`config.mk`:
```
export PLATFORM = sky130hd
export DESIGN_NAME = quadrature_detent_decoder_core
export DESIGN_NICKNAME = d
export VERILOG_FILES = /design/src/hw/rtl/qdd_pkg.sv /design/src/hw/rtl/qdd_regs.sv /design/src/hw/rtl/qdd_step.sv /design/src/hw/rtl/quadrature_detent_decoder_core.sv
export SDC_FILE = /design/constraint.sdc
export NUM_CORES = 1
export LEC_CHECK = 0
export ABC_AREA = 1
export BUFFER_PORTS_ARGS = -buffer_cell sky130_fd_sc_hd__buf_2
export CAP_MARGIN = 20
export CORE_ASPECT_RATIO = 1.75
export CORE_MARGIN = 3
export CORE_UTILIZATION = 40
export CTS_BUF_LIST = sky130_fd_sc_hd__clkbuf_4 sky130_fd_sc_hd__clkbuf_8
export DETAILED_ROUTE_END_ITERATION = 8
export SLEW_MARGIN = 30
export SYNTH_ARGS = -nofsm -noshare
export SYNTH_HDL_FRONTEND = slang
export SYNTH_HIERARCHICAL = 1
export SYNTH_SLANG_ARGS = --single-unit
```
`constraint.sdc`:
```
create_clock -name clk_i -period 12.2 [get_ports clk_i]
set_input_delay 1.22 -clock clk_i [delete_from_list [all_inputs] [get_ports clk_i]]
set_output_delay 1.22 -clock clk_i [all_outputs]
set_load 0.005 [all_outputs]
```
`src/hw/rtl/qdd_pkg.sv`:
```
// Package for the quadrature detent decoder: item and result types, op codes,
// register map constants and the Gray transition table. No dependencies.
`default_nettype none

package qdd_pkg;

  localparam int unsigned StepsW    = 7;
  localparam int unsigned IntervalW = 10;
  localparam int unsigned TimeW     = 32;
  localparam int unsigned CountW    = 8;

  localparam logic [StepsW-1:0]    StepsReset    = 7'd4;
  localparam logic [IntervalW-1:0] IntervalReset = 10'd1;
  localparam logic [StepsW-1:0]    DetentMin     = 7'd1;
  localparam logic [StepsW-1:0]    DetentMax     = 7'd64;

  // Register index, taken from paddr[2]
  localparam logic RegSteps    = 1'b0;
  localparam logic RegInterval = 1'b1;

  typedef enum logic [1:0] {
    OP_SAMPLE = 2'd0,
    OP_SEED   = 2'd1,
    OP_TAKE   = 2'd2
  } op_e;

  typedef struct packed {
    logic [StepsW-1:0]    steps_per_detent;
    logic [IntervalW-1:0] sample_interval;
  } cfg_t;

  typedef struct packed {
    op_e              op;
    logic [TimeW-1:0] time_ms;
    logic [1:0]       phase;
  } item_t;

  typedef struct packed {
    logic signed [CountW-1:0] pending_now;
    logic signed [CountW-1:0] taken_turns;
  } result_t;

  // Quarter-step delta for {previous phase, current phase}
  function automatic logic signed [1:0] gray_delta(input logic [3:0] idx);
    logic signed [1:0] d;
    case (idx)
      4'd1, 4'd7, 4'd8, 4'd14: d = -2'sd1;
      4'd2, 4'd4, 4'd11, 4'd13: d = 2'sd1;
      default:                 d = 2'sd0;
    endcase
    return d;
  endfunction

endpackage

`default_nettype wire

```
`src/hw/rtl/qdd_regs.sv`:
```
// APB-style configuration registers for the quadrature detent decoder.
// Depends on qdd_pkg.
`default_nettype none

module qdd_regs (
  input  wire logic         clk_i,
  input  wire logic         rst_ni,
  input  wire logic         psel,
  input  wire logic         penable,
  input  wire logic         pwrite,
  input  wire logic [2:0]   paddr,
  input  wire logic [31:0]  pwdata,
  output logic      [31:0]  prdata,
  output logic              pready,
  output qdd_pkg::cfg_t     cfg_o
);

  logic [qdd_pkg::StepsW-1:0]    steps_q;
  logic [qdd_pkg::IntervalW-1:0] interval_q;
  logic                          wr_en;

  assign pready = 1'b1;
  assign wr_en  = psel & penable & pwrite & pready;

  always_ff @(posedge clk_i or negedge rst_ni) begin
    if (!rst_ni) begin
      steps_q    <= qdd_pkg::StepsReset;
      interval_q <= qdd_pkg::IntervalReset;
    end else if (wr_en) begin
      unique case (paddr[2])
        qdd_pkg::RegSteps:    steps_q    <= pwdata[qdd_pkg::StepsW-1:0];
        qdd_pkg::RegInterval: interval_q <= pwdata[qdd_pkg::IntervalW-1:0];
        default: ;
      endcase
    end
  end

  always_comb begin
    unique case (paddr[2])
      qdd_pkg::RegSteps:    prdata = {25'd0, steps_q};
      qdd_pkg::RegInterval: prdata = {22'd0, interval_q};
      default:              prdata = 32'd0;
    endcase
  end

  assign cfg_o.steps_per_detent = steps_q;
  assign cfg_o.sample_interval  = interval_q;

endmodule

`default_nettype wire

```
`src/hw/rtl/qdd_step.sv`:
```
// Decoder state and the combinational update for one item: time gate, Gray
// lookup, quarter-step accumulation and saturating detent count. Uses qdd_pkg.
`default_nettype none

module qdd_step (
  input  wire logic            clk_i,
  input  wire logic            rst_ni,
  input  wire logic            fire_i,
  input  qdd_pkg::item_t       item_i,
  input  qdd_pkg::cfg_t        cfg_i,
  output qdd_pkg::result_t     res_o
);

  logic [1:0]                          last_phase_q, last_phase_d;
  logic [qdd_pkg::TimeW-1:0]           last_time_q, last_time_d;
  logic signed [qdd_pkg::CountW-1:0]   acc_q, acc_d;
  logic signed [qdd_pkg::CountW-1:0]   pending_q, pending_d;
  logic signed [qdd_pkg::CountW-1:0]   taken;
  logic [qdd_pkg::StepsW-1:0]          size;
  logic signed [qdd_pkg::CountW:0]     size_s;
  logic signed [qdd_pkg::CountW:0]     acc_sum;
  logic signed [1:0]                   delta;
  logic [qdd_pkg::TimeW-1:0]           diff;

  always_comb begin
    if (cfg_i.steps_per_detent < qdd_pkg::DetentMin) begin
      size = qdd_pkg::DetentMin;
    end else if (cfg_i.steps_per_detent > qdd_pkg::DetentMax) begin
      size = qdd_pkg::DetentMax;
    end else begin
      size = cfg_i.steps_per_detent;
    end
    size_s  = $signed({2'b00, size});
    diff    = item_i.time_ms - last_time_q;
    delta   = qdd_pkg::gray_delta({last_phase_q, item_i.phase});
    acc_sum = $signed({acc_q[qdd_pkg::CountW-1], acc_q})
            + $signed({{(qdd_pkg::CountW-1){delta[1]}}, delta});

    last_phase_d = last_phase_q;
    last_time_d  = last_time_q;
    acc_d        = acc_q;
    pending_d    = pending_q;
    taken        = '0;

    unique case (item_i.op)
      qdd_pkg::OP_SAMPLE: begin
        // signed wrap-around difference, rejected when negative or too soon
        if (!diff[qdd_pkg::TimeW-1] && diff >= {22'd0, cfg_i.sample_interval}) begin
          last_time_d  = item_i.time_ms;
          last_phase_d = item_i.phase;
          acc_d        = acc_sum[qdd_pkg::CountW-1:0];
          if (acc_sum >= size_s) begin
            acc_d = 8'(acc_sum - size_s);
            if (pending_q != 8'sd127) pending_d = pending_q + 8'sd1;
          end else if (acc_sum <= -size_s) begin
            acc_d = 8'(acc_sum + size_s);
            if (pending_q != -8'sd128) pending_d = pending_q - 8'sd1;
          end
        end
      end
      qdd_pkg::OP_SEED: begin
        last_phase_d = item_i.phase;
        last_time_d  = item_i.time_ms - {22'd0, cfg_i.sample_interval};
      end
      qdd_pkg::OP_TAKE: begin
        taken     = pending_q;
        pending_d = '0;
      end
      default: ;
    endcase
  end

  always_ff @(posedge clk_i or negedge rst_ni) begin
    if (!rst_ni) begin
      last_phase_q <= '0;
      last_time_q  <= '0;
      acc_q        <= '0;
      pending_q    <= '0;
    end else if (fire_i) begin
      last_phase_q <= last_phase_d;
      last_time_q  <= last_time_d;
      acc_q        <= acc_d;
      pending_q    <= pending_d;
    end
  end

  assign res_o.taken_turns = taken;
  assign res_o.pending_now = pending_d;

  a_acc_range: assert property (@(posedge clk_i) disable iff (!rst_ni)
    acc_q <= 8'sd63 && acc_q >= -8'sd63)
    else $error("quarter accumulator out of range");

  a_take_clears: assert property (@(posedge clk_i) disable iff (!rst_ni)
    fire_i && item_i.op == qdd_pkg::OP_TAKE |=> pending_q == 8'sd0)
    else $error("take did not clear pending count");

  a_hold_idle: assert property (@(posedge clk_i) disable iff (!rst_ni)
    !fire_i |=> $stable(pending_q) && $stable(acc_q) && $stable(last_time_q))
    else $error("state moved without an item");

endmodule

`default_nettype wire

```
`src/hw/rtl/quadrature_detent_decoder_core.sv`:
```
// Quadrature detent decoder: takes one item per clock (op in tuser, timestamp
// and phase in tdata) and returns one result per item; after its transfer the item
// goes through an input register, then the state update in qdd_step feeding the
// output register. Sustained rate is one item per cycle while the output side
// keeps taking; a stalled output backs up through both registers.
// Configuration goes through qdd_regs at addresses 0x0 (steps_per_detent) and
// 0x4 (sample_interval). Uses qdd_pkg, qdd_regs and qdd_step.
`default_nettype none

module quadrature_detent_decoder_core (
  input  wire logic         clk_i,
  input  wire logic         rst_ni,
  input  wire logic         s_axis_tvalid,
  output logic              s_axis_tready,
  input  wire logic [39:0]  s_axis_tdata,   // [31:0] time_ms, [33:32] phase, rest zero
  input  wire logic [1:0]   s_axis_tuser,   // [1:0] op
  output logic              m_axis_tvalid,
  input  wire logic         m_axis_tready,
  output logic      [15:0]  m_axis_tdata,   // [7:0] taken_turns, [15:8] pending_now
  input  wire logic         psel,
  input  wire logic         penable,
  input  wire logic         pwrite,
  input  wire logic [2:0]   paddr,
  input  wire logic [31:0]  pwdata,
  output logic      [31:0]  prdata,
  output logic              pready
);

  qdd_pkg::cfg_t    cfg;
  qdd_pkg::item_t   in_q;
  qdd_pkg::result_t res;
  qdd_pkg::result_t out_q;
  logic             in_valid_q, in_valid_d;
  logic             out_valid_q, out_valid_d;
  logic             in_xfer;
  logic             adv;

  qdd_regs u_regs (
    .clk_i   (clk_i),
    .rst_ni  (rst_ni),
    .psel    (psel),
    .penable (penable),
    .pwrite  (pwrite),
    .paddr   (paddr),
    .pwdata  (pwdata),
    .prdata  (prdata),
    .pready  (pready),
    .cfg_o   (cfg)
  );

  assign adv           = in_valid_q & (~out_valid_q | m_axis_tready);
  assign s_axis_tready = ~in_valid_q | adv;
  assign in_xfer       = s_axis_tvalid & s_axis_tready;

  always_comb begin
    in_valid_d = in_valid_q;
    if (in_xfer)  in_valid_d = 1'b1;
    else if (adv) in_valid_d = 1'b0;
    out_valid_d = out_valid_q;
    if (adv)                out_valid_d = 1'b1;
    else if (m_axis_tready) out_valid_d = 1'b0;
  end

  always_ff @(posedge clk_i or negedge rst_ni) begin
    if (!rst_ni) begin
      in_valid_q  <= 1'b0;
      out_valid_q <= 1'b0;
    end else begin
      in_valid_q  <= in_valid_d;
      out_valid_q <= out_valid_d;
    end
  end

  always_ff @(posedge clk_i) begin
    if (in_xfer) begin
      in_q.op      <= qdd_pkg::op_e'(s_axis_tuser);
      in_q.time_ms <= s_axis_tdata[31:0];
      in_q.phase   <= s_axis_tdata[33:32];
    end
    if (adv) out_q <= res;
  end

  qdd_step u_step (
    .clk_i  (clk_i),
    .rst_ni (rst_ni),
    .fire_i (adv),
    .item_i (in_q),
    .cfg_i  (cfg),
    .res_o  (res)
  );

  assign m_axis_tvalid = out_valid_q;
  assign m_axis_tdata  = {out_q.pending_now, out_q.taken_turns};

  a_stall_cause: assert property (@(posedge clk_i) disable iff (!rst_ni)
    !s_axis_tready |-> in_valid_q && out_valid_q && !m_axis_tready)
    else $error("input held off without a stalled output");

  a_adv_shows: assert property (@(posedge clk_i) disable iff (!rst_ni)
    adv |=> m_axis_tvalid)
    else $error("processed item did not reach the output register");

endmodule

`default_nettype wire

```
==> summary.md <==
| Metric | Value |
|---|---|
| Ys async rst share | 57.02% |
| Status | complete, no violations |
| Critical path origin | in_q[0] |
| Worst hold-check path type | register to register |
| Vias/cell | 4.944 |
| Layout Skew | 18.66 ps |
| Comb pwr share | 71.2% |
| Clk pwr share | 10.3% |
| Synth Flop Type | dfrtp_1 |
| Slew Limit Headroom | 38.33% |
| Crit path cell chain | inv_1 > ha_1 > nand2_1 > a32oi_1 > fa_1 > a21oi_1 > o21ai_0 > nand3_1 > nand2_1 > xor2_1 > ha_1 > nand3_1 > o211ai_1 > nand2_1 > o21ai_0 > nand3_1 > nand2_1 > a22oi_1 |
| Final Max Tran Viols | 0 |
| Area growth from synthesis to layout | 8.944% |
| Final number of setup-violating endpoints | 0 |
| CORE AREA | 26,250 um^2 |
| Post-Route WL | 28,000 um |
| Ant diodes | 0 |
| CP delay by family, top | compound AO/OA/AOI/OAI gates |
| Clock Tree Buf Depth | 2 |
| CTS resizes | 0 |
| Total power divided by cell area | 290.7 nW/um^2 |
| Number of max-cap violations | 0 |
| CP max stage delay | 740 ps |
| Count leader, synth | nand2_1 |
| Number of global-route vias before repair | 9,714 |
| IO Count | 135 |
| Reg2reg start | in_q[0] |
| Sink Count | 121 |
| Critical Path Slowest Stage Cell | a32oi_1 |
| Routed vias | 9,641 |
| Die width | 130.1 um |
| Synth area leader | nand2_1 |
| Die area | 29,010 um^2 |
| Initial drt markers | 545 |
| Syn_area_per_cell | 7.008 um^2 |
| Final Wtd Congestion | 0.8741 |
| Root buffer cell | clkbuf_8 |
| Synth top cells by count | nand2_1, inv_1, nor2_1 |
| Setup Crit Path Kind | register to register |
| Layout cells sized above 1 | 11.47% |
| Leakage | 6.237 nW |
| # fillers | 2,742 |
| Place WS | 6761 ps |
| FMAX | 184.6 MHz |
| Clock period minus worst slack | 5417 ps |
| Endpoints failing hold | 0 |
| Layout Nets | 1,796 |
| Fin cells | 1,950 |
| Yosys reg bits | 121 |
| Initial antenna violation count | 0 |
| RSZ-0062 raised after global routing | no |
| Num CTS Buffers | 17 |
| Unique masters post-synth | 57 |
| Gr usage total | 19.95% |
| Cell Int Power | 1.574 mW |
| Worst Tran Pin Value | 925.1 ps |
| Critical Path RT | 12,410 ps |
| Period utilization | 44.40% |
| H-tree depth | 4 |
| Synth top area share | 16.55% |
| Hpwl dp | 22,400 um |
| Final non-filler cell area | 11,740 um^2 |
| CTS clk-pin slew, worst paths | 80 ps |
| Hold_buf cts | 0 |
| Critical Path Most Common Cell | nand2_1 |
| Sw Share | 53.87% |
| Sequential share of power | 18.5% |
| Switching power | 1.838 mW |
| Peak VDD IR | 0.1292 mV |
| Hold path start | u_step/last_time_q[25] |
| Post-CTS Setup Bufs | 0 |
| Final worst setup slack | 6783 ps |
| DRT antenna net count | 0 |
| Max FO, Critical Path | 22 |
| Worst EP arrival | 5630 ps |
| Critical Path End Type | register |
| Worst skew pair latency | 480 ps |
| First-pass GRT wire length | 45,750 um |
| CP startpoint kind | register |
| WL per Instance | 14.36 um |
| Starting Density | 41.03% |
| Total negative slack | 0 ps |
| Seq/Total Area, Yosys | 30.55% |
| First-pass detailed-route iteration total | 5 |
| Buf/Inv on CP | 1 |
| DRC viols | 0 |
| Rows | 78 |
| Post-synth EDFFs | 52 |
| Tot Pwr | 3.411 mW |
| Global route total overflow | 0 |
| Placed Instances | 1,918 |
| Largest net degree at the start of global routing | 70 |
| Ys Warns | 6 |
| Cell Area, Synth | 10,770 um^2 |
| IO Port Bufs | 81 |
| Mapped Cells | 1,537 |
| Chip height | 223.1 um |
| Largest cells by area after synthesis | nand2_1, dfrtp_1, edfxtp_1 |
| Area post-placement | 11,360 um^2 |
| CTS tree | done |
## final cells by class
class	instances	area, um^2	share of cell area, %
Inverter	251	942.2	8.029
Clock buffer	18	241.5	2.058
Sequential cell	121	3291	28.04
Clock inverter	14	137.6	1.173
Multi-Input combinational cell	1141	6281	53.52
Tap cell	320	400.4	3.412
Timing Repair Buffer	85	441.7	3.764
## metal layers
layer | track usage, % | part of all wire, %
met2 | 39.55 | 58
met3 | 3.162 | 2.6
met1 | 19.33 | 36
met5 | 0 | 0
met4 | 8.960 | 3.1
## worst paths after layout
check                      cells past startpoint  slack, ps                      to
setup / recovery                              18       6780        m_axis_tdata[12]
hold / removal                                 2        490  u_step/last_time_q[25]
setup reg to reg                              18       6780        m_axis_tdata[12]
hold reg to reg                                2        490  u_step/last_time_q[25]
max in group asynchronous                      1      10940     u_step/pending_q[5]
min in group asynchronous                      1        770    u_regs/interval_q[6]
## registers in the layout (all words and copies together) (netlist names)
name / cells
in_q: 36
u_step/last_time_q: 32
m_axis_tdata: 16
u_regs/interval_q: 10
u_step/acc_q: 8
u_step/pending_q: 8
u_regs/steps_q: 7
u_step/last_phase_q: 2
in_valid_q: 1
m_axis_tvalid: 1
## tightest hold or removal path, stage by stage (launching register included)
cell and delay, ps:
dfrtp_1 350, nand2_1 50, o21ai_0 60
## through the flow
| step | utilization (%) | hold slack [ps] |
|---|---|---|
| 6_report | 44.70 | 487.1 |
| 5_1_grt | 44.70 | 516.0 |
| 4_1_cts | 44.70 | 490.5 |
| 3_5_place_dp | 43.26 | 469.7 |
| 3_3_place_gp | 43.24 | 466.4 |
| 2_1_floorplan | - | 448.3 |
## power by group through the flow
stage / clock network [mW] / logic (mW) / registers (mW)
2_1_floorplan: 0 / 1.91 / 0.614
3_3_place_gp: 0 / 2.38 / 0.635
3_5_place_dp: 0 / 2.42 / 0.639
4_1_cts: 0.369 / 2.43 / 0.631
5_1_grt: 0.387 / 2.79 / 0.646
6_report: 0.352 / 2.43 / 0.630
## cell families (layout without fill, tap and decap cells)
group,Yosys count,count (layout),share of synthesized area [%]
AND/OR/NAND/NOR,785,785,31.07
buffers and inverters,296,368,11.91
AO/OA/AOI/OAI,170,170,9.316
flip-flops,121,121,30.55
adder cells (fa/ha/maj),95,95,11.38
XOR/XNOR,63,63,5.297
multiplexers,4,4,0.3717
other,3,24,0.1045
## cell usage in the layout (no fill, tap or decap), types with 3 or more instances in the layout
cell type / Yosys / final
a21oi_2: 9 / 10
inv_2: 7 / 7
fa_1: 5 / 5
buf_2: 6 / 80
nand4_1: 19 / 19
ha_1: 90 / 90
nor3_2: 3 / 3
nand3_1: 100 / 100
nor2_2: 6 / 6
xor2_1: 49 / 49
nand2_2: 16 / 16
nor2_1: 127 / 127
clkinv_1: 2 / 3
edfxtp_1: 52 / 52
clkbuf_8: 0 / 17
conb_1: 3 / 24
a22oi_1: 3 / 3
inv_1: 242 / 241
nand2_1: 475 / 475
nor3_1: 15 / 15
xnor2_1: 13 / 13
o21ai_2: 10 / 10
mux2i_1: 4 / 4
buf_4: 25 / 4
a21oi_1: 60 / 59
a21o_1: 3 / 3
nand3b_1: 7 / 7
o211ai_1: 5 / 5
inv_6: 0 / 6
nand3_2: 4 / 4
clkinv_4: 0 / 4
o21bai_1: 4 / 4
a211oi_1: 3 / 3
o21ai_0: 64 / 64
dfrtp_1: 67 / 67
No activity file was read; power rests on OpenSTA's default activity.
